[src/hw/rtl/llss_pkg.sv]
`default_nettype none
// ----------------------------------------------------------------------------
// llss_pkg
// Shared types, constants and helpers for the least loaded slot selector.
// ----------------------------------------------------------------------------
package llss_pkg;

  localparam int MAX_SLOTS  = 16;
  localparam int LOAD_WIDTH = 16;
  localparam int IDX_W      = $clog2(MAX_SLOTS);
  localparam int CNT_W      = IDX_W + 1;
  localparam int POOL_W     = 5;
  localparam int CMD_W      = 2;

  typedef logic [LOAD_WIDTH-1:0] load_t;
  typedef logic [IDX_W-1:0]      idx_t;
  typedef logic [CNT_W-1:0]      cnt_t;
  typedef logic [POOL_W-1:0]     pool_t;
  typedef logic [CMD_W-1:0]      cmd_t;

  localparam load_t LOAD_MAX = {LOAD_WIDTH{1'b1}};

  localparam cmd_t CMD_NEXT    = 2'd0;
  localparam cmd_t CMD_ACQUIRE = 2'd1;
  localparam cmd_t CMD_RELEASE = 2'd2;

  // request from the sequencer to the load memory
  typedef struct packed {
    idx_t  rd_addr;
    logic  we;
    idx_t  wr_addr;
    load_t wr_data;
  } mem_req_t;

  // zero counts as one slot, anything past the table as the full table
  function automatic cnt_t eff_size(input pool_t pool);
    cnt_t n;
    if (pool == '0) begin
      n = cnt_t'(1);
    end else if (pool > pool_t'(MAX_SLOTS)) begin
      n = cnt_t'(MAX_SLOTS);
    end else begin
      n = cnt_t'(pool);
    end
    return n;
  endfunction

endpackage
`default_nettype wire

[src/hw/rtl/llss_in_if.sv]
`default_nettype none
// ----------------------------------------------------------------------------
// llss_in_if
// Command channel: valid/ready handshake with command and release slot.
// ----------------------------------------------------------------------------
interface llss_in_if
  import llss_pkg::*;
();
  logic valid;
  logic ready;
  cmd_t cmd;
  idx_t release_index;

  modport source (output valid, output cmd, output release_index, input ready);
  modport sink   (input valid, input cmd, input release_index, output ready);
endinterface
`default_nettype wire

[src/hw/rtl/llss_out_if.sv]
`default_nettype none
// ----------------------------------------------------------------------------
// llss_out_if
// Result channel: valid/ready handshake with chosen slot, its load and flag.
// ----------------------------------------------------------------------------
interface llss_out_if
  import llss_pkg::*;
();
  logic  valid;
  logic  ready;
  idx_t  chosen_index;
  load_t chosen_load;
  logic  ignored;

  modport source (output valid, output chosen_index, output chosen_load,
                  output ignored, input ready);
  modport sink   (input valid, input chosen_index, input chosen_load,
                  input ignored, output ready);
endinterface
`default_nettype wire

[src/hw/rtl/least_loaded_slot_selector_top.sv]
`default_nettype none
// ----------------------------------------------------------------------------
// least_loaded_slot_selector_top
// Worker-slot dispatcher: round-robin pointer plus least-loaded selection.
//
// in_ch carries one command per transaction: next (returns the round-robin
// slot and advances it), acquire (returns the lowest-indexed least loaded
// slot and bumps its load, saturating) or release (drops the named slot's
// load, not below zero; a slot outside the pool sets ignored). out_ch
// returns exactly one result transaction per command.
// The pool size register is written through cfg_we / cfg_wdata; the user must
// write it only while idle, as the block itself does not enforce it.
// Next and release read the load memory before the result register is set,
// the unused code and an ignored release set it directly, and acquire first
// scans the pool, since the single compare unit sees one load counter per
// memory read cycle. in_ch is ready again only after the result goes into
// the output register, so no command is taken before the last one is done.
// When out_ch stalls the finished result waits in the sequencer until the
// output register frees up; in_ch stays not ready meanwhile.
// Reset clears all loads, the pointer and sets the pool size to one.
// ----------------------------------------------------------------------------
module least_loaded_slot_selector_top
  import llss_pkg::*;
(
  input  wire logic  clk,
  input  wire logic  rst,
  input  wire logic  cfg_we,
  input  wire pool_t cfg_wdata,
  llss_in_if.sink    in_ch,
  llss_out_if.source out_ch
);

  pool_t    pool_size;
  cnt_t     n_size;
  mem_req_t mem_req;
  load_t    rd_data;

  always_ff @(posedge clk) begin
    if (rst) begin
      pool_size <= pool_t'(1);
    end else if (cfg_we) begin
      pool_size <= cfg_wdata;
    end
  end

  assign n_size = eff_size(pool_size);

  llss_ctrl u_ctrl (
    .clk     (clk),
    .rst     (rst),
    .n_size  (n_size),
    .in_ch   (in_ch),
    .out_ch  (out_ch),
    .mem_req (mem_req),
    .rd_data (rd_data)
  );

  llss_load_mem u_mem (
    .clk     (clk),
    .rst     (rst),
    .req     (mem_req),
    .rd_data (rd_data)
  );

endmodule
`default_nettype wire

[src/hw/rtl/llss_load_mem.sv]
`default_nettype none
// ----------------------------------------------------------------------------
// llss_load_mem
// Per-slot load counters: one write and one registered read port per cycle,
// with a valid bit per entry so that reset reads back as zero load.
// ----------------------------------------------------------------------------
module llss_load_mem
  import llss_pkg::*;
(
  input  wire logic     clk,
  input  wire logic     rst,
  input  wire mem_req_t req,
  output load_t         rd_data
);

  load_t                mem [MAX_SLOTS];
  logic [MAX_SLOTS-1:0] valid;

  always_ff @(posedge clk) begin
    if (req.we) begin
      mem[req.wr_addr] <= req.wr_data;
    end
    rd_data <= valid[req.rd_addr] ? mem[req.rd_addr] : '0;
  end

  always_ff @(posedge clk) begin
    if (rst) begin
      valid <= '0;
    end else if (req.we) begin
      valid[req.wr_addr] <= 1'b1;
    end
  end

endmodule
`default_nettype wire

[src/hw/rtl/llss_ctrl.sv]
`default_nettype none
// ----------------------------------------------------------------------------
// llss_ctrl
// Command sequencer: walks the load memory one slot a cycle through a single
// compare and increment/decrement unit, and holds the result register.
// ----------------------------------------------------------------------------
module llss_ctrl
  import llss_pkg::*;
(
  input  wire logic  clk,
  input  wire logic  rst,
  input  wire cnt_t  n_size,
  llss_in_if.sink    in_ch,
  llss_out_if.source out_ch,
  output mem_req_t   mem_req,
  input  wire load_t rd_data
);

  localparam logic [2:0] S_IDLE    = 3'd0;
  localparam logic [2:0] S_NEXT_RD = 3'd1;
  localparam logic [2:0] S_SCAN    = 3'd2;
  localparam logic [2:0] S_ACQ_WR  = 3'd3;
  localparam logic [2:0] S_REL_RD  = 3'd4;
  localparam logic [2:0] S_DONE    = 3'd5;

  logic [2:0] state;
  cnt_t       n_q;
  idx_t       rr_ptr;
  cnt_t       scan_cnt;
  idx_t       cmp_idx;
  idx_t       best_idx;
  load_t      best_load;
  idx_t       res_index;
  load_t      res_load;
  logic       res_ign;
  logic       out_valid;
  idx_t       out_index;
  load_t      out_load;
  logic       out_ign;

  logic  accept;
  idx_t  ptr_eff;
  cnt_t  ptr_inc;
  logic  unit_lt;
  load_t unit_a;
  load_t unit_inc;
  load_t unit_dec;
  logic  out_free;

  assign accept   = in_ch.valid && in_ch.ready;
  assign out_free = !out_valid || out_ch.ready;

  // pointer left behind by a shrunk pool restarts at slot 0
  assign ptr_eff = (cnt_t'(rr_ptr) >= n_size) ? '0 : rr_ptr;
  assign ptr_inc = cnt_t'(cmp_idx) + cnt_t'(1);

  // shared compare / saturating increment / saturating decrement unit
  always_comb begin
    unit_a   = (state == S_ACQ_WR) ? best_load : rd_data;
    unit_lt  = rd_data < best_load;
    unit_inc = (unit_a == LOAD_MAX) ? unit_a : unit_a + load_t'(1);
    unit_dec = (unit_a == '0) ? unit_a : unit_a - load_t'(1);
  end

  always_comb begin
    mem_req.rd_addr = '0;
    mem_req.we      = 1'b0;
    mem_req.wr_addr = best_idx;
    mem_req.wr_data = unit_inc;
    unique case (state)
      S_IDLE: begin
        if (in_ch.cmd == CMD_NEXT) begin
          mem_req.rd_addr = ptr_eff;
        end else if (in_ch.cmd == CMD_RELEASE) begin
          mem_req.rd_addr = in_ch.release_index;
        end
      end
      S_SCAN: begin
        mem_req.rd_addr = scan_cnt[IDX_W-1:0];
      end
      S_ACQ_WR: begin
        mem_req.we = 1'b1;
      end
      S_REL_RD: begin
        mem_req.we      = 1'b1;
        mem_req.wr_addr = cmp_idx;
        mem_req.wr_data = unit_dec;
      end
      S_NEXT_RD, S_DONE: begin
      end
      default: begin
      end
    endcase
  end

  always_ff @(posedge clk) begin
    if (rst) begin
      state     <= S_IDLE;
      rr_ptr    <= '0;
      out_valid <= 1'b0;
    end else begin
      if (state == S_DONE && out_free) begin
        out_valid <= 1'b1;
      end else if (out_ch.ready) begin
        out_valid <= 1'b0;
      end
      unique case (state)
        S_IDLE: begin
          if (accept) begin
            n_q <= n_size;
            unique case (in_ch.cmd)
              CMD_NEXT: begin
                cmp_idx <= ptr_eff;
                state   <= S_NEXT_RD;
              end
              CMD_ACQUIRE: begin
                cmp_idx  <= '0;
                scan_cnt <= cnt_t'(1);
                state    <= S_SCAN;
              end
              CMD_RELEASE: begin
                cmp_idx <= in_ch.release_index;
                if (cnt_t'(in_ch.release_index) >= n_size) begin
                  res_index <= in_ch.release_index;
                  res_load  <= '0;
                  res_ign   <= 1'b1;
                  state     <= S_DONE;
                end else begin
                  state <= S_REL_RD;
                end
              end
              default: begin
                res_index <= '0;
                res_load  <= '0;
                res_ign   <= 1'b0;
                state     <= S_DONE;
              end
            endcase
          end
        end
        S_NEXT_RD: begin
          res_index <= cmp_idx;
          res_load  <= rd_data;
          res_ign   <= 1'b0;
          rr_ptr    <= (ptr_inc >= n_q) ? '0 : ptr_inc[IDX_W-1:0];
          state     <= S_DONE;
        end
        S_SCAN: begin
          // rd_data belongs to slot cmp_idx; strict less keeps the lowest index
          if (cmp_idx == '0 || unit_lt) begin
            best_idx  <= cmp_idx;
            best_load <= rd_data;
          end
          if (scan_cnt < n_q) begin
            cmp_idx  <= scan_cnt[IDX_W-1:0];
            scan_cnt <= scan_cnt + cnt_t'(1);
          end else begin
            state <= S_ACQ_WR;
          end
        end
        S_ACQ_WR: begin
          res_index <= best_idx;
          res_load  <= unit_inc;
          res_ign   <= 1'b0;
          state     <= S_DONE;
        end
        S_REL_RD: begin
          res_index <= cmp_idx;
          res_load  <= unit_dec;
          res_ign   <= 1'b0;
          state     <= S_DONE;
        end
        S_DONE: begin
          if (out_free) begin
            state <= S_IDLE;
          end
        end
        default: begin
          state <= S_IDLE;
        end
      endcase
    end
  end

  always_ff @(posedge clk) begin
    if (state == S_DONE && out_free) begin
      out_index <= res_index;
      out_load  <= res_load;
      out_ign   <= res_ign;
    end
  end

  assign in_ch.ready         = (state == S_IDLE);
  assign out_ch.valid        = out_valid;
  assign out_ch.chosen_index = out_index;
  assign out_ch.chosen_load  = out_load;
  assign out_ch.ignored      = out_ign;

  a_ignored_zero_load: assert property (@(posedge clk) disable iff (rst)
    out_valid && out_ign |-> out_load == '0)
    else $error("ignored release reports a nonzero load");

  a_accept_leaves_idle: assert property (@(posedge clk) disable iff (rst)
    accept |=> state != S_IDLE)
    else $error("accepted command did not start the sequencer");

  a_write_only_busy: assert property (@(posedge clk) disable iff (rst)
    mem_req.we |-> (state == S_ACQ_WR || state == S_REL_RD))
    else $error("load memory written outside an update step");

  a_scan_bounded: assert property (@(posedge clk) disable iff (rst)
    state == S_SCAN |-> scan_cnt <= n_q && cnt_t'(cmp_idx) < n_q)
    else $error("scan ran past the pool");

  a_ptr_in_pool: assert property (@(posedge clk) disable iff (rst)
    state == S_NEXT_RD |=> cnt_t'(rr_ptr) < n_q)
    else $error("round-robin pointer left outside the pool");

endmodule
`default_nettype wire

[src/flat_wrapper.sv]
// flat-port wrapper written by rule: the top's interface ports become plain ports
module least_loaded_slot_selector_top_flat import llss_pkg::*;
  (clk, rst, cfg_we, cfg_wdata, in_ch_valid, in_ch_cmd, in_ch_release_index, in_ch_ready, out_ch_valid, out_ch_chosen_index, out_ch_chosen_load, out_ch_ignored, out_ch_ready);
  llss_in_if in_ch_i ();
  llss_out_if out_ch_i ();
  input  wire logic clk;
  input  wire logic rst;
  input  wire logic cfg_we;
  input  wire pool_t cfg_wdata;
  input wire logic [$bits(in_ch_i.valid)-1:0] in_ch_valid;
  input wire logic [$bits(in_ch_i.cmd)-1:0] in_ch_cmd;
  input wire logic [$bits(in_ch_i.release_index)-1:0] in_ch_release_index;
  output wire logic [$bits(in_ch_i.ready)-1:0] in_ch_ready;
  output wire logic [$bits(out_ch_i.valid)-1:0] out_ch_valid;
  output wire logic [$bits(out_ch_i.chosen_index)-1:0] out_ch_chosen_index;
  output wire logic [$bits(out_ch_i.chosen_load)-1:0] out_ch_chosen_load;
  output wire logic [$bits(out_ch_i.ignored)-1:0] out_ch_ignored;
  input wire logic [$bits(out_ch_i.ready)-1:0] out_ch_ready;
  assign in_ch_i.valid = in_ch_valid;
  assign in_ch_i.cmd = in_ch_cmd;
  assign in_ch_i.release_index = in_ch_release_index;
  assign in_ch_ready = in_ch_i.ready;
  assign out_ch_valid = out_ch_i.valid;
  assign out_ch_chosen_index = out_ch_i.chosen_index;
  assign out_ch_chosen_load = out_ch_i.chosen_load;
  assign out_ch_ignored = out_ch_i.ignored;
  assign out_ch_i.ready = out_ch_ready;
  least_loaded_slot_selector_top u_core (.clk(clk), .rst(rst), .cfg_we(cfg_we), .cfg_wdata(cfg_wdata), .in_ch(in_ch_i), .out_ch(out_ch_i));
endmodule
[config.mk]
export PLATFORM = sky130hd
export DESIGN_NAME = least_loaded_slot_selector_top_flat
export DESIGN_NICKNAME = d
export VERILOG_FILES = /design/src/hw/rtl/llss_pkg.sv /design/src/hw/rtl/llss_in_if.sv /design/src/hw/rtl/llss_out_if.sv /design/src/hw/rtl/least_loaded_slot_selector_top.sv /design/src/hw/rtl/llss_load_mem.sv /design/src/hw/rtl/llss_ctrl.sv /design/src/flat_wrapper.sv
export SDC_FILE = /design/constraint.sdc
export NUM_CORES = 1
export LEC_CHECK = 0
export ABC_AREA = 1
export ABC_CLOCK_PERIOD_IN_PS = 3400
export BUFFER_PORTS_ARGS = -buffer_cell sky130_fd_sc_hd__clkbuf_2
export CAP_MARGIN = 20
export CORE_MARGIN = 5
export CORE_UTILIZATION = 59
export CTS_BUF_LIST = sky130_fd_sc_hd__clkbuf_8
export DETAILED_ROUTE_END_ITERATION = 16
export PLACE_DENSITY_LB_ADDON = 0.12
export SYNTH_ARGS = -nofsm -noshare
export SYNTH_HDL_FRONTEND = slang
export SYNTH_SLANG_ARGS = --single-unit
[constraint.sdc]
create_clock -name clk -period 3.4 [get_ports clk]
set_clock_uncertainty 0.2 [all_clocks]
set_input_delay 0.68 -clock clk [delete_from_list [all_inputs] [get_ports clk]]
set_output_delay 0.68 -clock clk [all_outputs]
set_load 0.01 [all_outputs]
# Word-level counts from Yosys, hierarchy flattened
# Memories as Yosys holds them, arrays and structs flattened. A register that Yosys moved wholly into a read port is not among the register bits.
# Index checks and enable logic that the tools add are counted.
[word_totals]
n_memories = 1
mem_bits_rw = 256
register_bits = 105
elab_cells = 123
output_inout_bits = 23
[memory_table]
columns = ["memory", "depth", "word_bits", "read_ports", "rd_clocked_by_memory_dff", "wr", "line", "source"]
rows = [
  ["u_core.u_mem.mem", 16, 16, 1, 1, 1, "llss_load_mem.sv:16", "load_t mem [MAX_SLOTS];"],
]
[classes]
addsub = 4
muxes = 46
n_eq_ne = 16
order_cmp = 9
reduce_logical = 29
bitwise = 2
[op_table]
columns = ["op", "count"]
rows = [
  ["16-bit 2-to-1 mux", 5],
  ["16-bit case mux with 4 select lines", 1],
  ["4-bit 2-to-1 mux", 8],
  ["16-bit case mux with 2 select lines", 1],
  ["5-bit 2-to-1 mux", 5],
  ["5-bit AND reduction", 5],
  ["4-bit case mux with 2 select lines", 3],
  ["4-bit case mux with 3 select lines", 2],
  ["20-bit 2-to-1 mux", 1],
  ["16-bit by 1-bit adder with 16-bit output (second input constant)", 1],
  ["16-bit equality test (second input constant)", 1],
  ["16-bit zero test", 1],
  ["16-bit less-than comparator", 1],
  ["16-bit OR", 1],
  ["16-bit by 1-bit subtractor with 16-bit output (second input constant)", 1],
  ["3-bit case mux with 4 select lines", 1],
  ["4-bit by 5-bit greater-or-equal comparator with 1-bit output", 2],
  ["4-bit by 5-bit less-than comparator with 1-bit output (second input constant)", 2],
  ["1-bit 2-to-1 mux", 10],
  ["5-bit case mux with 2 select lines", 1],
  ["3-bit 2-to-1 mux", 3],
  ["3-bit case mux with 3 select lines", 1],
  ["3-bit AND reduction", 3],
  ["2-bit inequality test (second input constant)", 4],
  ["other kinds (30)", 42],
]

# Longest topological paths before layout
# Gate-level depths: netlist of run 1.
[depth]
depth_word = 10
ltp_mapped = 22
mapped_depth_nobuf = 20

# By module
# From an unflattened synthesis of run 1, not the netlist that was laid out.
[unflattened]
cells_unflattened = 2026
area_unflattened_um2 = 18456.5
[by_module_without_submodules]
columns = ["mod", "cells_each", "n_inst", "area_each_um2", "seq_area_each_um2"]
rows = [
  ["llss_load_mem", 1211, 1, 12175.4, 8328.0],
  ["llss_ctrl", 782, 1, 6065.8, 2442.3],
  ["least_loaded_slot_selector_top", 33, 1, 215.2, 100.1],
]

# Worst setup path after synthesis of run 1
# No wires, ideal clock.
[synth_path]
path_type = "reg-to-reg"
from = "register u_core.u_ctrl.state[1]"
to = "memory u_core.u_mem.mem[0][12] in the netlist's numbering, data pin"
stages_incl_launch_ff = 16
slack_ns = 0.178
arrival_time_ns = 2.692
period_less_slack_ns = 3.222
setup_ns = 0.330
cell_sequence = "dfxtp_1 > nand3_4 > buf_6 > buf_6 > nand2_1 > o21ai_4 > inv_2 > ha_1 > inv_1 > nor2_2 > nand2_2 > nor2_4 > nand2_1 > nand2_1 > o21ai_0 > o21ai_0"
[synth_lines]
columns = ["item", "line", "source"]
rows = [
  ["from (decl)", "llss_ctrl.sv:26", "logic [2:0] state;"],
  ["from (signal assigned)", "llss_ctrl.sv:98", "state <= S_IDLE;"],
  ["from (signal assigned)", "llss_ctrl.sv:114", "state <= S_NEXT_RD;"],
  ["from (signal assigned)", "llss_ctrl.sv:119", "state <= S_SCAN;"],
  ["to (decl)", "llss_load_mem.sv:16", ""],
]

==> run summary, run 1 <==
horizontal extent of the die -> 186 um
# port buffers -> 38
synthesis-to-finish area growth -> 13.2%
number of global-route vias before repair -> 13.4k
library cells used by synthesis -> 42
die height -> 186 um
upper clock frequency limit -> 317 MHz
number of antenna violations at the first check in global routing -> 0
WP data required -> 3.66 ns
CP Max Fanout -> 22
Longest Clk Path Bufs -> 3
post-synthesis register bit count -> 377
yosys synthesis warning count -> 0
kind of start point of the critical path -> flip-flop
proportion of synthesized chip area in sequential cells -> 59.7%
most common cell after layout, fill and taps aside -> nand2_1
average routed wire per standard cell -> 18.1 um
placed wire-length estimate -> 29.9 mm
final-layout setup total negative slack -> 0 ns
proportion of layout cells with a drive suffix above 1 -> 13.1%
arrival time at the worst endpoint -> 3.41 ns
number of detailed-routing iterations run before antenna repair -> 5
post-layout net count -> 2065
worst reg2reg startpoint -> u_core.u_ctrl.state[1]
relative contribution of sequential cells to total power -> 39.1%
# H-tree levels -> 2
cell-internal power -> 10.9 mW
number of clock sinks -> 377
TritonCTS clock tree -> built
antenna viol nets, final -> 0
post-cts resize count -> 0
outcome -> completed
number of vias in the routed layout -> 13.7k
post-synthesis net count -> 1973
relative slew slack -> 32.8%
final hold vios -> 0
initial cell density of the core -> 59.7%
floorplan core area -> 30500 um^2
Post-Synthesis Cell Area -> 18200 um^2
Hold Path Class -> input port to flip-flop
end of the worst register-to-register path -> u_core.u_mem.mem[15][11]
number of placed I/O pins -> 39
Combinational Power Share -> 39.1%
worst hold stages -> 3
endpoint kind of the worst setup timing path -> flip-flop
Inserted Clock Buffers -> 60
maximum number of pins on one net before global-route repair -> 56
hold buffer count at CTS -> 0
hold path endpoint -> u_core.pool_size[3]
Final Setup Violations -> 0
clock insertion delay at the later pin of the skew report -> 0.63 ns
final cycle utilization of the critical path -> 92.9%
portion of total power attributed to the clock network -> 21.8%
post-route cell area -> 20600 um^2
RSZ-0062 raised after global routing -> false
switching share of total power -> 38.4%
highest-count cells in the layout ignoring fill and taps -> 483 x nand2_1, 352 x nand3_1, 332 x edfxtp_1, 290 x inv_1, 97 x nor2_1
number of buffers inserted by post-CTS setup repair -> 0
DR DRC count -> 0
Max Transition Viols Final -> 0
global-route wire length before repair -> 71.4 mm
Clock Tree Root -> clkbuf_8
gp weighted congestion -> 0.912
number of rows in the core area -> 64
max-capacitance violation count -> 0
GRT Resource Usage Total -> 26.3%
GR Util met3 -> 3.67%
critical path type -> flip-flop to flip-flop
post-layout minimum cycle time -> 3.16 ns
mean post-synth cell area -> 9.51 um^2
number of antenna diodes -> 0
1st-iter DRT viols -> 1295
Peak VDD IR -> 0.000537 V
global-route met1 utilization -> 36.4%
detailed-route wire length -> 44.5 mm
met2 layer usage reported by global route -> 43.3%
slew at the pin closest to its max-slew limit -> 1.01 ns
GRT Residual Overflow -> 0
most heavily used metal layer in global routing -> met2
reg-to-reg setup timing slack -> 0.24 ns
leakage power figure -> 9.00 nW
total placed instance area -> 19400 um^2
clock transition at the registers of the reported paths -> 0.06 ns
via count normalized by instance count -> 5.59
Total Die Area -> 34500 um^2
total power divided by cell area -> 860 nW/um^2
Worst Min Path Start -> cfg_wdata[3]
power dissipated by switching net loads -> 6.81 mW
count of cells along the worst register-to-register path -> 12
number of standard cells after synthesis -> 1914
-- through the flow --
step           power (mW)  setup slack [ns]  utilization (%)  hold WS, ns  instances
2_1_floorplan        11.2             0.178                -        0.200       1914
3_3_place_gp         13.8             0.277             63.5        0.201       2340
3_5_place_dp         13.9             0.134             63.5        0.206       2340
4_1_cts              17.8             0.121             67.5       0.0674       2451
5_1_grt              18.8            0.0222             67.5       0.0780       2451
6_report             17.7             0.243             67.5       0.0958       2451
-- worst max path at each step --
stage | from | endpoint | slack [ns] | cells after the start
after floorplan | u_core.u_ctrl.state[1] | u_core.u_mem.mem[0][12] | 0.18 | 15
after detailed placement | u_core.pool_size[0] | u_core.u_mem.rd_data[14] | 0.13 | 19
after CTS | u_core.pool_size[0] | u_core.u_mem.rd_data[5] | 0.12 | 19
after global placement | u_core.pool_size[0] | u_core.u_mem.rd_data[10] | 0.28 | 19
final | u_core.u_ctrl.state[1] | u_core.u_mem.mem[15][11] | 0.24 | 12
after global routing | u_core.pool_size[0] | u_core.u_mem.rd_data[2] | 0.02 | 20
-- cells in the mapped netlist (all sizes together) --
master | n | area share [%]
nand3 | 356 | 9.9
nor2 | 125 | 2.8
a21oi | 33 | 0.93
and3 | 1 | 0.034
o21a | 3 | 0.12
o211ai | 4 | 0.16
ha | 43 | 3.0
nand3b | 8 | 0.33
or2 | 3 | 0.10
edfxtp | 332 | 55
nand2 | 490 | 10
nor3 | 11 | 0.33
xor2 | 11 | 0.53
buf | 67 | 2.4
inv | 273 | 5.6
dfxtp | 45 | 4.9
a21boi | 1 | 0.041
a22oi | 7 | 0.29
nand4 | 17 | 0.67
clkinv | 2 | 0.041
o2bb2ai | 1 | 0.048
o22ai | 1 | 0.034
nor3b | 1 | 0.069
nor4 | 1 | 0.069
o31ai | 1 | 0.041
o21ai | 61 | 2.3
clkbuf | 16 | 0.33
-- routing by layer --
layer | vias to the layer above | part of all wire [%] | routed length, um
met5 | - | 0 | 0
met4 | 0 | 3.1 | 1380
met3 | 102 | 6.7 | 2970
met2 | 533 | 48 | 21400
met1 | 6495 | 42 | 18700
li1 | 6566 | - | -
-- sequential cells by signal, indices dropped and copies added (netlist names), 5 cells and up --
register / cells
u_core.pool_size: 5
u_core.u_ctrl.best_load: 16
u_core.u_ctrl.n_q: 5
u_core.u_ctrl.out_ch.chosen_load: 16
u_core.u_ctrl.res_load: 16
u_core.u_ctrl.scan_cnt: 5
u_core.u_mem.mem: 256
u_core.u_mem.rd_data: 16
u_core.u_mem.valid: 16
-- power groups by stage --
stage | logic (mW) | registers, mW | clock network [mW]
2_1_floorplan | 4.26 | 6.92 | 0
5_1_grt | 7.65 | 6.97 | 4.16
4_1_cts | 6.91 | 6.93 | 3.92
3_5_place_dp | 6.88 | 7.02 | 0
3_3_place_gp | 6.77 | 7.00 | 0
6_report | 6.92 | 6.93 | 3.86
-- cell families after synthesis --
group / synth area share (%)
simple gates: 24.5
flops: 59.7
buf+inv: 8.37
compound gates: 3.94
fa+ha+maj: 2.96
xor+xnor: 0.529
-- final cells by class --
| cell class | instances | area [um^2] |
|---|---|---|
| clock buffer | 66 | 908 |
| clock inverter | 45 | 304 |
| fill | 2460 | 9910 |
| inverter | 275 | 1030 |
| multi-input combinational | 1179 | 5890 |
| sequential | 377 | 10900 |
| tap | 396 | 495 |
| timing repair buffer | 113 | 1100 |
-- critical path: stages, from the launching register on --
cell     delay, ns
dfxtp_1       0.48
nand3_4       0.18
buf_12        0.21
o21ai_2       0.30
nand2_1       0.17
nor2_1        0.17
nand2_1       0.11
nor2_4        0.18
nand3_2       0.36
nand2_1       0.21
nand2_1       0.07
nand2_1       0.17
buf_12        0.17
Power figures use the tool's default switching activity.
==> inputs of run 2 (changes only) <==
- CORE_UTILIZATION: 59 -> 55
- PLACE_DENSITY: not set -> 0.7
- PLACE_DENSITY_LB_ADDON: 0.12 -> not set
==> run summary, run 2 (synthesis gave the netlist of run 1 again) <==
number of clock sinks -> 377 (unchanged)
GRT Residual Overflow -> 0 (unchanged)
1st-iter DRT viols -> 1279 (-1.2%)
capturing element of the worst setup path -> u_core.u_mem.rd_data[5]
number of flip-flops under the largest register name -> 256 (unchanged)
post-layout minimum cycle time -> 3.11 ns (-0.0483 ns)
placed wire-length estimate -> 28.2 mm (-5.8%)
outcome -> completed
number of rows in the core area -> 66 (+3.1%)
final cycle utilization of the critical path -> 91.4% (-1.4 points)
detailed-route wire length -> 44.6 mm (+0.22%)
end of the worst register-to-register path -> u_core.u_mem.rd_data[5]
floorplan core area -> 32600 um^2 (+6.9%)
# port buffers -> 38 (unchanged)
count of cells along the worst register-to-register path -> 20 (+8)
leakage power figure -> 8.94 nW (-0.64%)
slew at the pin closest to its max-slew limit -> 0.690 ns (-0.319 ns)
average routed wire per standard cell -> 17.9 um (-1.5%)
DR DRC count -> 0 (unchanged)
WP data required -> 3.72 ns (+0.06 ns)
smallest setup slack after layout -> 0.291 ns (+0.0483 ns)
post-route cell area -> 20600 um^2 (about the same)
clock insertion delay at the later pin of the skew report -> 0.64 ns (about the same)
Max Transition Viols Final -> 0 (unchanged)
post-layout net count -> 2060 (-0.24%)
RSZ-0062 raised after global routing -> false
maximum number of pins on one net before global-route repair -> 107 (+91%)
GRT Resource Usage Total -> 24.4% (-1.9 points)
Hold Path Class -> input port to flip-flop
number of placed I/O pins -> 39 (unchanged)
Inserted Clock Buffers -> 59 (-1.7%)
Longest Clk Path Bufs -> 3 (unchanged)
worst hold stages -> 3 (unchanged)
die height -> 192 um (+3.4%)
area of all sequential standard cells -> 10900 um^2 (about the same)
total placed instance area -> 19300 um^2 (-0.37%)
total power divided by cell area -> 852 nW/um^2 (-0.95%)
final-layout setup total negative slack -> 0 ns (unchanged)
Placed Cells -> 2382 (+1.8%)
clock transition at the registers of the reported paths -> 0.06 ns (about the same)
critical path type -> flip-flop to flip-flop
worst setup path start -> u_core.pool_size[0]
global-route wire length before repair -> 69.8 mm (-2.1%)
horizontal extent of the die -> 192 um (+3.4%)
reg-to-reg setup timing slack -> 0.29 ns (+0.05 ns)
number of global-route vias before repair -> 12.8k (-4.3%)
antenna viol nets, final -> 0 (unchanged)
Clock Tree Root -> clkbuf_8
area occupied by multi-input gates -> 5910 um^2 (+0.25%)
number of antenna violations at the first check in global routing -> 0 (unchanged)
highest-count cells in the layout ignoring fill and taps -> 483 x nand2_1, 352 x nand3_1, 332 x edfxtp_1, 285 x inv_1, 97 x nor2_1
synthesis-to-finish area growth -> 13.2% (about the same)
# H-tree levels -> 2 (unchanged)
CP Max Fanout -> 27 (+23%)
number of detailed-routing iterations run before antenna repair -> 5 (unchanged)
proportion of layout cells with a drive suffix above 1 -> 13.3% (+0.21 points)
upper clock frequency limit -> 322 MHz (+1.6%)
kind of start point of the critical path -> flip-flop
pre-CTS worst setup slack -> 0.266 ns (+0.132 ns)
Post-Layout Cell Count -> 2494 (+1.8%)
number of fill cells -> 2683 (+9.1%)
number of vias in the routed layout -> 13.5k (-1.6%)
smallest hold slack -> 0.0938 ns (-0.00205 ns)
relative slew slack -> 53.7% (+21 points)
endpoint kind of the worst setup timing path -> flip-flop
TritonCTS clock tree -> built
Total Die Area -> 36800 um^2 (+6.9%)
arrival time at the worst endpoint -> 3.43 ns (+0.02 ns)
most common cell after layout, fill and taps aside -> nand2_1
Peak VDD IR -> 0.000408 V (-24%)
via count normalized by instance count -> 5.40 (-3.3%)
worst reg2reg startpoint -> u_core.pool_size[0]
register bank with the most flops -> u_core.u_mem.mem
max-capacitance violation count -> 0 (unchanged)
hold buffer count at CTS -> 0 (unchanged)
number of buffers inserted by post-CTS setup repair -> 0 (unchanged)
initial cell density of the core -> 55.8% (-3.9 points)
number of antenna diodes -> 0 (unchanged)
final hold vios -> 0 (unchanged)
gp weighted congestion -> 0.899 (-1.4%)
Final Setup Violations -> 0 (unchanged)
run 2: cell types whose count changed in the layout (fill, tap and decap cells not counted), moves of 2 or more:
cell	change
inv_1	-5
buf_12	-9
clkinvlp_4	+2
buf_4	+5
clkbuf_8	+6
run 2: cell type report:
type / instances / area share [%]
clock inverter: 40 / 1.34
sequential: 377 / 52.8
timing repair buffer: 109 / 4.72
clock buffer: 72 / 4.81
tap: 442 / 2.68
multi-input combinational: 1179 / 28.7
inverter: 275 / 5.01
run 2: worst min path at each step:
stage / slack, ns / to / startpoint
floorplan: 0.20 / u_core.u_ctrl.out_ch.chosen_index[0] / u_core.u_ctrl.res_index[0]
global placement: 0.20 / u_core.u_ctrl.out_ch.chosen_load[12] / u_core.u_ctrl.res_load[12]
detailed placement: 0.20 / u_core.u_ctrl.out_ch.chosen_index[0] / u_core.u_ctrl.res_index[0]
CTS: 0.07 / u_core.pool_size[0] / cfg_wdata[0]
global route: 0.08 / u_core.pool_size[0] / cfg_wdata[0]
finish: 0.09 / u_core.pool_size[0] / cfg_wdata[0]
run 2: report_power, final:
part / leakage [nW] / switching (mW) / internal [mW] / total, mW
registers: 3.42 / 0.272 / 6.62 / 6.89
clock network: 0.728 / 1.81 / 2.16 / 3.97
logic: 4.79 / 4.70 / 1.98 / 6.68
total: 8.94 / 6.78 / 10.8 / 17.5
run 2: layer usage:
| metal | vias to the layer above | GRT usage, % | wire (um) |
|---|---|---|---|
| met5 | - | 0 | 0 |
| met4 | 0 | 8.92 | 1440 |
| met3 | 94 | 3.38 | 3010 |
| met2 | 520 | 40.0 | 21200 |
| met1 | 6311 | 33.5 | 18900 |
| li1 | 6550 | - | - |
run 2: worst max-delay path: stages, from the launching register on:
cell and delay, ns:
dfxtp_1 0.32, nor2_1 0.10, nand3_1 0.09, o21ai_0 0.23
ha_1 0.28, inv_1 0.07, nand2_1 0.05, nand3_1 0.07
nand2_1 0.07, nand2_1 0.22, nand3_4 0.16, nand2_4 0.24
buf_12 0.21, nand2_1 0.07, nand3_1 0.06, nand3_1 0.06
nand3_1 0.11, nand2_1 0.07, buf_4 0.21, nand2_1 0.08
inv_1 0.04
run 2: repair_timing:
| action | in CTS | in global routing |
|---|---|---|
| endpoints found under the setup margin | 0 | 77 |
| endpoints found under the hold margin | 0 | 0 |
| resized for setup | 0 | 6 |
run 2: metrics by stage:
| step | utilization (%) | total power, mW |
|---|---|---|
| 5_1_grt | 63.2 | 18.5 |
| 4_1_cts | 63.1 | 17.6 |
| 3_3_place_gp | 59.2 | 13.5 |
| 6_report | 63.2 | 17.5 |
| 3_5_place_dp | 59.2 | 13.6 |
| 2_1_floorplan | - | 11.2 |
